==> src/design/hgc_pkg.sv <==
// Shared types, constants and the arctangent table of the heading controller.
`default_nettype none
package hgc_pkg;

    // Defaults for the top-level parameters
    localparam int CORDIC_ITER_DEF = 16;
    localparam int COORD_W_DEF     = 16;

    // Field widths fixed by the interface
    localparam int HEADING_W  = 15;
    localparam int SPEED_W    = 8;
    localparam int TURN_W     = 16;
    localparam int GAIN_W     = 12;
    localparam int RADIUS_W   = 15;
    localparam int CFG_IDX_W  = 2;
    localparam int CFG_DATA_W = 15;

    // Configuration register indexes
    localparam logic [CFG_IDX_W-1:0] CFG_HEADING_GAIN  = 2'd0;
    localparam logic [CFG_IDX_W-1:0] CFG_FORWARD_SPEED = 2'd1;
    localparam logic [CFG_IDX_W-1:0] CFG_ARRIVE_RADIUS = 2'd2;

    // Reset values of configuration and goal
    localparam logic [GAIN_W-1:0]          GAIN_RESET   = 12'd205;
    localparam logic signed [SPEED_W-1:0]  SPEED_RESET  = 8'sd1;
    localparam logic [RADIUS_W-1:0]        RADIUS_RESET = 15'd128;
    localparam int                         GOAL_RESET   = -256;

    // Angle arithmetic, Q3.12 radians
    localparam int PI_Q12     = 12868;
    localparam int TWO_PI_Q12 = 25736;
    localparam int ANGLE_W    = 17;   // accumulator and error width
    localparam int CORDIC_FRAC = 16;  // extra fraction bits on the vector
    localparam int ROUND_HALF = 128;  // half an LSB of the Q4.8 gain product
    localparam int GAIN_FRAC  = 8;

    // Arctangent table
    localparam int TBL_IDX_W = 5;
    localparam int ATAN_W    = 12;

    // atan(2^-i) in Q3.12, zero beyond the table's useful length
    function automatic logic [ATAN_W-1:0] atan_q12(input logic [TBL_IDX_W-1:0] idx);
        logic [ATAN_W-1:0] v;
        case (idx)
            5'd0:    v = 12'd3217;
            5'd1:    v = 12'd1899;
            5'd2:    v = 12'd1003;
            5'd3:    v = 12'd509;
            5'd4:    v = 12'd256;
            5'd5:    v = 12'd128;
            5'd6:    v = 12'd64;
            5'd7:    v = 12'd32;
            5'd8:    v = 12'd16;
            5'd9:    v = 12'd8;
            5'd10:   v = 12'd4;
            5'd11:   v = 12'd2;
            5'd12:   v = 12'd1;
            default: v = 12'd0;
        endcase
        return v;
    endfunction

    // Controller to datapath commands
    typedef struct packed {
        logic goal_wr;   // store goal from the input item
        logic load;      // latch deltas and heading
        logic init;      // quadrant pre-rotation, clear iteration count
        logic iter;      // one CORDIC micro-rotation
        logic err;       // clamp bearing, form and wrap heading error
        logic mul;       // gain multiply
        logic out_load;  // write output registers
        logic out_zero;  // write a zero command
    } t_dp_cmd;

    // Datapath to controller status
    typedef struct packed {
        logic goal_pos;   // goal x strictly positive
        logic in_box;     // pose within the arrival box
        logic iter_last;  // final CORDIC step in progress
    } t_dp_stat;

endpackage
`default_nettype wire

==> src/design/hgc_ctrl.sv <==
// Sequencing state machine and output valid flag of the heading controller.
`default_nettype none
module hgc_ctrl (
    input  wire logic             i_clk,
    input  wire logic             i_rst_n,
    input  wire logic             i_in_valid,
    output logic                  o_in_ready,
    input  wire logic             i_func,
    output logic                  o_out_valid,
    input  wire logic             i_out_ready,
    output hgc_pkg::t_dp_cmd      o_cmd,
    input  wire hgc_pkg::t_dp_stat i_stat
);
    import hgc_pkg::*;

    typedef enum logic [2:0] {
        S_IDLE,
        S_BOX,
        S_INIT,
        S_ITER,
        S_ERR,
        S_MUL,
        S_OUT
    } t_state;

    t_state r_state, n_state;
    logic   r_zero, n_zero;
    logic   r_out_valid, n_out_valid;
    logic   in_acc;
    logic   out_free;

    assign o_in_ready  = (r_state == S_IDLE);
    assign o_out_valid = r_out_valid;
    assign in_acc      = i_in_valid && (r_state == S_IDLE);
    assign out_free    = !r_out_valid || i_out_ready;

    // Next state and commands
    always_comb begin
        n_state     = r_state;
        n_zero      = r_zero;
        n_out_valid = r_out_valid && !i_out_ready;
        o_cmd       = '0;
        case (r_state)
            S_IDLE: begin
                if (in_acc) begin
                    if (!i_func) begin
                        o_cmd.goal_wr = 1'b1;
                    end else if (i_stat.goal_pos) begin
                        o_cmd.load = 1'b1;
                        n_state    = S_BOX;
                    end
                end
            end
            S_BOX: begin
                n_zero  = i_stat.in_box;
                n_state = i_stat.in_box ? S_OUT : S_INIT;
            end
            S_INIT: begin
                o_cmd.init = 1'b1;
                n_state    = S_ITER;
            end
            S_ITER: begin
                o_cmd.iter = 1'b1;
                if (i_stat.iter_last) begin
                    n_state = S_ERR;
                end
            end
            S_ERR: begin
                o_cmd.err = 1'b1;
                n_state   = S_MUL;
            end
            S_MUL: begin
                o_cmd.mul = 1'b1;
                n_state   = S_OUT;
            end
            S_OUT: begin
                // hold the result until the output register is free
                if (out_free) begin
                    o_cmd.out_load = 1'b1;
                    o_cmd.out_zero = r_zero;
                    n_out_valid    = 1'b1;
                    n_state        = S_IDLE;
                end
            end
            default: begin
                n_state = S_IDLE;
            end
        endcase
    end

    // State and registered flags
    always_ff @(posedge i_clk) begin
        if (!i_rst_n) begin
            r_state     <= S_IDLE;
            r_zero      <= 1'b0;
            r_out_valid <= 1'b0;
        end else begin
            r_state     <= n_state;
            r_zero      <= n_zero;
            r_out_valid <= n_out_valid;
        end
    end

endmodule
`default_nettype wire

==> src/design/hgc_datapath.sv <==
// Goal store, configuration, CORDIC bearing unit, error wrap, gain and output registers.
`default_nettype none
module hgc_datapath #(
    parameter int CORDIC_ITERATIONS = hgc_pkg::CORDIC_ITER_DEF,
    parameter int COORD_WIDTH       = hgc_pkg::COORD_W_DEF
) (
    input  wire logic                                i_clk,
    input  wire logic                                i_rst_n,
    input  wire hgc_pkg::t_dp_cmd                    i_cmd,
    output hgc_pkg::t_dp_stat                        o_stat,
    input  wire logic                                i_cfg_we,
    input  wire logic [hgc_pkg::CFG_IDX_W-1:0]       i_cfg_index,
    input  wire logic [hgc_pkg::CFG_DATA_W-1:0]      i_cfg_data,
    input  wire logic signed [COORD_WIDTH-1:0]       i_pos_x,
    input  wire logic signed [COORD_WIDTH-1:0]       i_pos_y,
    input  wire logic signed [hgc_pkg::HEADING_W-1:0] i_heading,
    output logic signed [hgc_pkg::SPEED_W-1:0]       o_linear_speed,
    output logic signed [hgc_pkg::TURN_W-1:0]        o_turn_rate
);
    import hgc_pkg::*;

    localparam int DW = COORD_WIDTH + 1;               // delta width
    localparam int CW = DW + CORDIC_FRAC + 2;          // CORDIC vector width
    localparam int MW = (DW > RADIUS_W) ? DW : RADIUS_W;
    localparam int IW = $clog2(CORDIC_ITERATIONS);
    localparam int PW = ANGLE_W + GAIN_W + 1;          // product width
    localparam logic signed [ANGLE_W-1:0] PI_A     = ANGLE_W'(PI_Q12);
    localparam logic signed [ANGLE_W-1:0] NEG_PI_A = ANGLE_W'(-PI_Q12);
    localparam logic signed [ANGLE_W-1:0] TWO_PI_A = ANGLE_W'(TWO_PI_Q12);

    // Configuration and goal
    logic [GAIN_W-1:0]               r_gain;
    logic signed [SPEED_W-1:0]       r_speed;
    logic [RADIUS_W-1:0]             r_radius;
    logic signed [COORD_WIDTH-1:0]   r_goal_x, r_goal_y;

    // Working registers
    logic signed [DW-1:0]            r_dx, r_dy;
    logic signed [HEADING_W-1:0]     r_hd;
    logic signed [CW-1:0]            r_x, r_y;
    logic signed [ANGLE_W-1:0]       r_z;
    logic [IW-1:0]                   r_iter;
    logic signed [ANGLE_W-1:0]       r_err;
    logic signed [PW-1:0]            r_prod;
    logic signed [SPEED_W-1:0]       r_lin;
    logic signed [TURN_W-1:0]        r_turn;

    logic [DW-1:0]                   abs_dx, abs_dy;
    logic signed [CW-1:0]            x0, y0, xs, ys;
    logic signed [ANGLE_W-1:0]       atan_v, z_clamp, e_raw, e_wrap;
    logic signed [PW-1:0]            rnd, shr;
    logic signed [TURN_W-1:0]        turn_sat;

    // Arrival box test
    always_comb begin
        abs_dx = r_dx[DW-1] ? DW'(-r_dx) : DW'(r_dx);
        abs_dy = r_dy[DW-1] ? DW'(-r_dy) : DW'(r_dy);
    end

    assign o_stat.goal_pos  = !r_goal_x[COORD_WIDTH-1] && (|r_goal_x);
    assign o_stat.in_box    = (MW'(abs_dx) <= MW'(r_radius)) && (MW'(abs_dy) <= MW'(r_radius));
    assign o_stat.iter_last = (r_iter == IW'(CORDIC_ITERATIONS - 1));

    // CORDIC step operands
    always_comb begin
        x0     = CW'(r_dx) <<< CORDIC_FRAC;
        y0     = CW'(r_dy) <<< CORDIC_FRAC;
        xs     = r_x >>> r_iter;
        ys     = r_y >>> r_iter;
        atan_v = $signed(ANGLE_W'(atan_q12(TBL_IDX_W'(r_iter))));
    end

    // Bearing clamp and heading error wrap
    always_comb begin
        if (r_z > PI_A) begin
            z_clamp = PI_A;
        end else if (r_z < NEG_PI_A) begin
            z_clamp = NEG_PI_A;
        end else begin
            z_clamp = r_z;
        end
        e_raw = z_clamp - ANGLE_W'(r_hd);
        if (e_raw >= PI_A) begin
            e_wrap = e_raw - TWO_PI_A;
        end else if (e_raw < NEG_PI_A) begin
            e_wrap = e_raw + TWO_PI_A;
        end else begin
            e_wrap = e_raw;
        end
    end

    // Rounding, shift and saturation of the turn rate
    always_comb begin
        rnd = r_prod + PW'(ROUND_HALF);
        shr = rnd >>> GAIN_FRAC;
        if (!shr[PW-1] && (|shr[PW-2:TURN_W-1])) begin
            turn_sat = {1'b0, {(TURN_W-1){1'b1}}};
        end else if (shr[PW-1] && !(&shr[PW-2:TURN_W-1])) begin
            turn_sat = {1'b1, {(TURN_W-1){1'b0}}};
        end else begin
            turn_sat = shr[TURN_W-1:0];
        end
    end

    // Configuration registers and goal store
    always_ff @(posedge i_clk) begin
        if (!i_rst_n) begin
            r_gain   <= GAIN_RESET;
            r_speed  <= SPEED_RESET;
            r_radius <= RADIUS_RESET;
            r_goal_x <= COORD_WIDTH'(GOAL_RESET);
            r_goal_y <= COORD_WIDTH'(GOAL_RESET);
        end else begin
            if (i_cfg_we) begin
                case (i_cfg_index)
                    CFG_HEADING_GAIN:  r_gain   <= i_cfg_data[GAIN_W-1:0];
                    CFG_FORWARD_SPEED: r_speed  <= i_cfg_data[SPEED_W-1:0];
                    CFG_ARRIVE_RADIUS: r_radius <= i_cfg_data[RADIUS_W-1:0];
                    default: ;
                endcase
            end
            if (i_cmd.goal_wr) begin
                r_goal_x <= i_pos_x;
                r_goal_y <= i_pos_y;
            end
        end
    end

    // Working datapath registers
    always_ff @(posedge i_clk) begin
        if (i_cmd.load) begin
            r_dx <= DW'(r_goal_x) - DW'(i_pos_x);
            r_dy <= DW'(r_goal_y) - DW'(i_pos_y);
            r_hd <= i_heading;
        end
        // left half plane: rotate by pi first
        if (i_cmd.init) begin
            r_iter <= '0;
            if (r_dx[DW-1]) begin
                r_x <= -x0;
                r_y <= -y0;
                r_z <= r_dy[DW-1] ? NEG_PI_A : PI_A;
            end else begin
                r_x <= x0;
                r_y <= y0;
                r_z <= '0;
            end
        end
        if (i_cmd.iter) begin
            r_iter <= r_iter + 1'b1;
            if (!r_y[CW-1]) begin
                r_x <= r_x + ys;
                r_y <= r_y - xs;
                r_z <= r_z + atan_v;
            end else begin
                r_x <= r_x - ys;
                r_y <= r_y + xs;
                r_z <= r_z - atan_v;
            end
        end
        if (i_cmd.err) begin
            r_err <= e_wrap;
        end
        if (i_cmd.mul) begin
            r_prod <= PW'(r_err) * PW'($signed({1'b0, r_gain}));
        end
        if (i_cmd.out_load) begin
            r_lin  <= i_cmd.out_zero ? '0 : r_speed;
            r_turn <= i_cmd.out_zero ? '0 : turn_sat;
        end
    end

    assign o_linear_speed = r_lin;
    assign o_turn_rate    = r_turn;

endmodule
`default_nettype wire

==> src/design/go_to_goal_heading_controller.sv <==
// Top level of the go-to-goal heading controller: state machine plus datapath.
//
//  channel | direction | handshake                  | payload
//  --------+-----------+----------------------------+--------------------------------------
//  in      | input     | i_in_valid / o_in_ready    | i_func, i_pos_x, i_pos_y, i_heading
//  out     | output    | o_out_valid / i_out_ready  | o_linear_speed, o_turn_rate
//  cfg     | input     | i_cfg_we                   | i_cfg_index, i_cfg_data
//
// A goal update, or a pose update while goal x is not positive, ends in the idle state with no output.
// A pose update inside the arrival box goes through BOX to OUT with a zero command; outside it
// goes through BOX, INIT, the ITER steps on the single shared CORDIC stage, ERR, MUL and OUT.
// One item is worked at a time; the finished command waits in the output register
// while the next item is taken, and a full output register stalls the final step.
// Reset (synchronous, active low) restores the register defaults and a goal of (-256, -256).
`default_nettype none
module go_to_goal_heading_controller #(
    parameter int CORDIC_ITERATIONS = hgc_pkg::CORDIC_ITER_DEF,
    parameter int COORD_WIDTH       = hgc_pkg::COORD_W_DEF
) (
    input  wire logic                                 i_clk,
    input  wire logic                                 i_rst_n,
    input  wire logic                                 i_in_valid,
    output logic                                      o_in_ready,
    input  wire logic                                 i_func,
    input  wire logic signed [COORD_WIDTH-1:0]        i_pos_x,
    input  wire logic signed [COORD_WIDTH-1:0]        i_pos_y,
    input  wire logic signed [hgc_pkg::HEADING_W-1:0] i_heading,
    output logic                                      o_out_valid,
    input  wire logic                                 i_out_ready,
    output logic signed [hgc_pkg::SPEED_W-1:0]        o_linear_speed,
    output logic signed [hgc_pkg::TURN_W-1:0]         o_turn_rate,
    input  wire logic                                 i_cfg_we,
    input  wire logic [hgc_pkg::CFG_IDX_W-1:0]        i_cfg_index,
    input  wire logic [hgc_pkg::CFG_DATA_W-1:0]       i_cfg_data
);
    import hgc_pkg::*;

    t_dp_cmd  cmd;
    t_dp_stat stat;

    // Sequencer
    hgc_ctrl u_ctrl (
        .i_clk       (i_clk),
        .i_rst_n     (i_rst_n),
        .i_in_valid  (i_in_valid),
        .o_in_ready  (o_in_ready),
        .i_func      (i_func),
        .o_out_valid (o_out_valid),
        .i_out_ready (i_out_ready),
        .o_cmd       (cmd),
        .i_stat      (stat)
    );

    // Arithmetic
    hgc_datapath #(
        .CORDIC_ITERATIONS (CORDIC_ITERATIONS),
        .COORD_WIDTH       (COORD_WIDTH)
    ) u_datapath (
        .i_clk          (i_clk),
        .i_rst_n        (i_rst_n),
        .i_cmd          (cmd),
        .o_stat         (stat),
        .i_cfg_we       (i_cfg_we),
        .i_cfg_index    (i_cfg_index),
        .i_cfg_data     (i_cfg_data),
        .i_pos_x        (i_pos_x),
        .i_pos_y        (i_pos_y),
        .i_heading      (i_heading),
        .o_linear_speed (o_linear_speed),
        .o_turn_rate    (o_turn_rate)
    );

endmodule
`default_nettype wire
==> config.mk <==
export PLATFORM = sky130hd
export DESIGN_NAME = go_to_goal_heading_controller
export DESIGN_NICKNAME = d
export VERILOG_FILES = /design/src/design/hgc_pkg.sv /design/src/design/hgc_ctrl.sv /design/src/design/hgc_datapath.sv /design/src/design/go_to_goal_heading_controller.sv
export SDC_FILE = /design/constraint.sdc
export NUM_CORES = 2
export LEC_CHECK = 0
export BUFFER_PORTS_ARGS = -buffer_cell sky130_fd_sc_hd__buf_4
export CAP_MARGIN = 20
export CORE_ASPECT_RATIO = 2
export CORE_MARGIN = 2
export CORE_UTILIZATION = 40
export CTS_CLUSTER_DIAMETER = 50
export DETAILED_ROUTE_END_ITERATION = 10
export REMOVE_ABC_BUFFERS = 1
export SYNTH_ARGS = -nofsm -noshare
export SYNTH_HDL_FRONTEND = slang
export SYNTH_SLANG_ARGS = --single-unit
==> constraint.sdc <==
create_clock -name i_clk -period 12.27 [get_ports i_clk]
set_input_delay 1.8405 -clock i_clk [delete_from_list [all_inputs] [get_ports i_clk]]
set_output_delay 1.8405 -clock i_clk [all_outputs]
set_load 0.1 [all_outputs]
==> metrics.cfg <==
[outcome]
status=finished clean

[global_routing]
antenna_found_initial=0
grt_max_degree=76
grt_usage_pct=22.25
grt_pass1_vias=26624
grt_first_pass_wirelength_mm=141.7
grt_overflow=0
met2_usage_pct=45.06
globalRouteMet1Util_pct=19.36
top_usage_layer=met2
gr-usage-met3_pct=2.209

[floorplanning]
ios=96
dieArea_mm2=0.08203
core_area_mm2=0.07910
start_util_pct=40.26
num_rows=146
die_h_um=403.1
die_w_um=203.5

[timing]
finalSetupViolations=0
worst_slew_pin_slew_ns=1.107
max_freq_ghz=0.1407
timing.slew.headroom_pct=25.85
min_period_ns=7.109
rsz0062_at_grt=no
hold_viol=0
timing.setup.tns_ns=0
fin_skew_ns=0.02333
slew_viol_final=0
fin_crit_sh_pct=57.94
holdWs_ns=0.4624

[worst_hold_path]
hold_class=flip-flop to flip-flop
holdPathStages=2

[clocking]
htreeDepth=2
cts_hold_buf=0
cts.clk_slew.worst_paths_ns=0.06
cts_buffers=35
clkSinkCount=288
clockBufferDepth=3
cts_resized=0
tritoncts=built
root_buffer=clkbuf_16
post_cts_buffers=0
insertion_delay_ns=0.59

[placed_design]
dp.cells=4482
dp_hpwl_mm=73.95
place_congestion=0.9300
placed_area_mm2=0.03339
numPortBuffers=95

[layout]
stdcell_count=4546
drive_gt1_share_pct=9.402
antenna_cells=0
final_net_count=3991
final_util_pct=43.68
final_area_mm2=0.03455
areaGrowthSynthToFinish_pct=8.478

[setup_path]
cp-end-kind=flip-flop
path_class=flip-flop to flip-flop
worst_setup_path_start_kind=flip-flop
slowest_delay_ns=0.65
crit_slowest_cell=buf_4
critPathMaxFanout=45
worstPathRequired_ns=12.60
crit_chain=buf_4 -> buf_4 -> mux4_2 -> mux4_2 -> nor4_2 -> and4_1 -> nor3b_2 -> a31oi_1 -> xor2_1 -> ha_1 -> and3_1 -> a221oi_1 -> o21ai_0 -> a21oi_1 -> o31ai_1 -> a221o_1 -> a21oi_1 -> nand2b_1 -> a211oi_1 -> o31ai_1
cp.arrival_ns=7.44
r2r_cells=20

[power]
power.density_mw_per_mm2=101.3
peakVddDrop_mv=0.1004
p_leak_nw=14.48

[synth]
syn_inst=3475
synth_cell_types=97
async_flop_share_pct=0
syn_area_mm2=0.03185
synth_ff_type=edfxtp_1
yosysTopAreaCellShare_pct=19.23
ys_warn_count=0
seq_area_frac_synth_pct=24.51
synth_largest_area_cell=edfxtp_1
synth_edf_count=204
synth-seq-cells=288
synthTopCellsByArea=edfxtp_1 (19%), fa_1 (12%), ha_1 (9.6%)
avgSynthCellArea_um2=9.165

[route]
num_vias=25366
antenna_left=0
drc=0
wl_per_cell_um=19.98
dr.first_iter.drc_count=1321
dr.pass1.iters=6
drt_wl_total_mm=90.81
via_per_inst=5.580

[flow_run]
cap_violations=0

[per-layer routing]
layer / vias up / routed length, um
li1: 12159 / -
met1: 12243 / 28540
met2: 666 / 51560
met3: 298 / 2923
met4: 0 / 7793
met5: - / 0
[critical path: cells and delay by family (launching register included)]
| kind | cells | cell delay [ns] |
|---|---|---|
| AOI/OAI and AO/OA | 9 | 2.17 |
| xor gates and xnor gates | 1 | 0.19 |
| adders and majority gates | 1 | 0.33 |
| buffers and inverters | 2 | 1.13 |
| DFF | 1 | 0.41 |
| muxes | 2 | 1.22 |
| and+or+nand+nor | 5 | 1.30 |
[path summary, 6_finish.rpt]
path,startpoint,endpoint,slack (ns)
setup / recovery,u_datapath.r_iter[0],u_datapath.r_x[31],5.16
hold / removal,u_datapath.r_radius[14],u_datapath.r_radius[14],0.46
setup reg to reg,u_datapath.r_iter[0],u_datapath.r_x[31],5.16
hold reg to reg,u_datapath.r_radius[14],u_datapath.r_radius[14],0.46
[registers in the layout (all words and copies together) (netlist names), 15 cells and up]
register	flops
u_datapath.r_err	17
u_datapath.r_hd	15
u_datapath.r_dy	17
u_datapath.r_goal_y	16
u_datapath.r_x	35
u_datapath.o_turn_rate	16
u_datapath.r_dx	17
u_datapath.r_radius	15
u_datapath.r_goal_x	16
u_datapath.r_z	17
u_datapath.r_prod	23
u_datapath.r_y	35
[cells by family (layout without fill, tap and decap cells)]
family | Yosys count | in the layout | share of synthesized area, %
muxes | 165 | 165 | 8.949
xor gates and xnor gates | 260 | 260 | 7.150
adders and majority gates | 438 | 438 | 21.76
DFF | 288 | 288 | 24.51
buffers and inverters | 513 | 548 | 6.404
AOI/OAI and AO/OA | 683 | 683 | 14.18
and+or+nand+nor | 1128 | 1128 | 17.05
[through the flow]
step / power [mW] / setup WS, ns
floorplan: 2.146 / 4.690
global placement: 2.445 / 5.488
detailed placement: 2.465 / 5.293
CTS: 3.548 / 5.241
global route: 3.729 / 4.613
finish: 3.499 / 5.161
[cells in the final DEF, fill, tap and decap left out, drive strengths merged, types with 29 or more instances in the layout]
master  Yosys  routed
nand2     412     412
inv       366     374
nor2      253     253
ha        245     245
edfxtp    204     204
fa        193     193
xnor2     180     180
a21oi     153     153
o21ai     146     146
and2      118     118
buf        44     117
mux4       88      88
dfxtp      84      84
xor2       80      80
nor3       65      65
nand3      62      62
a21o       61      61
a21boi     47      47
mux2i      41      41
clkbuf    102      40
o21a       38      38
a31oi      38      38
mux2       36      36
nand2b     30      30
a211oi     30      30
o211ai     29      29
[synth_stat cells (75+ instances only)]
library cell / number
a21oi_1: 150
and2_1: 117
clkbuf_1: 102
dfxtp_1: 84
edfxtp_1: 204
fa_1: 193
ha_1: 245
inv_1: 366
mux4_2: 75
nand2_1: 411
nor2_1: 250
o21ai_0: 145
xnor2_1: 180
xor2_1: 80
[where the power goes]
group / switching [mW] / leakage (nW) / internal, mW
Clock: 0.479 / 0.560 / 0.579
Combinational: 0.725 / 11.4 / 0.562
Sequential: 0.0365 / 2.54 / 1.12
Total: 1.24 / 14.5 / 2.26
[cell type report]
class	instances	area [um2]
Fill cell	7823	44550
Multi-Input combinational cell	2674	22030
Sequential cell	288	7807
Inverter	367	1380
Tap cell	1036	1296
Clock buffer	40	915.9
Timing Repair Buffer	117	878.3
Clock inverter	24	242.7
No activity file was read; power rests on OpenSTA's default activity.
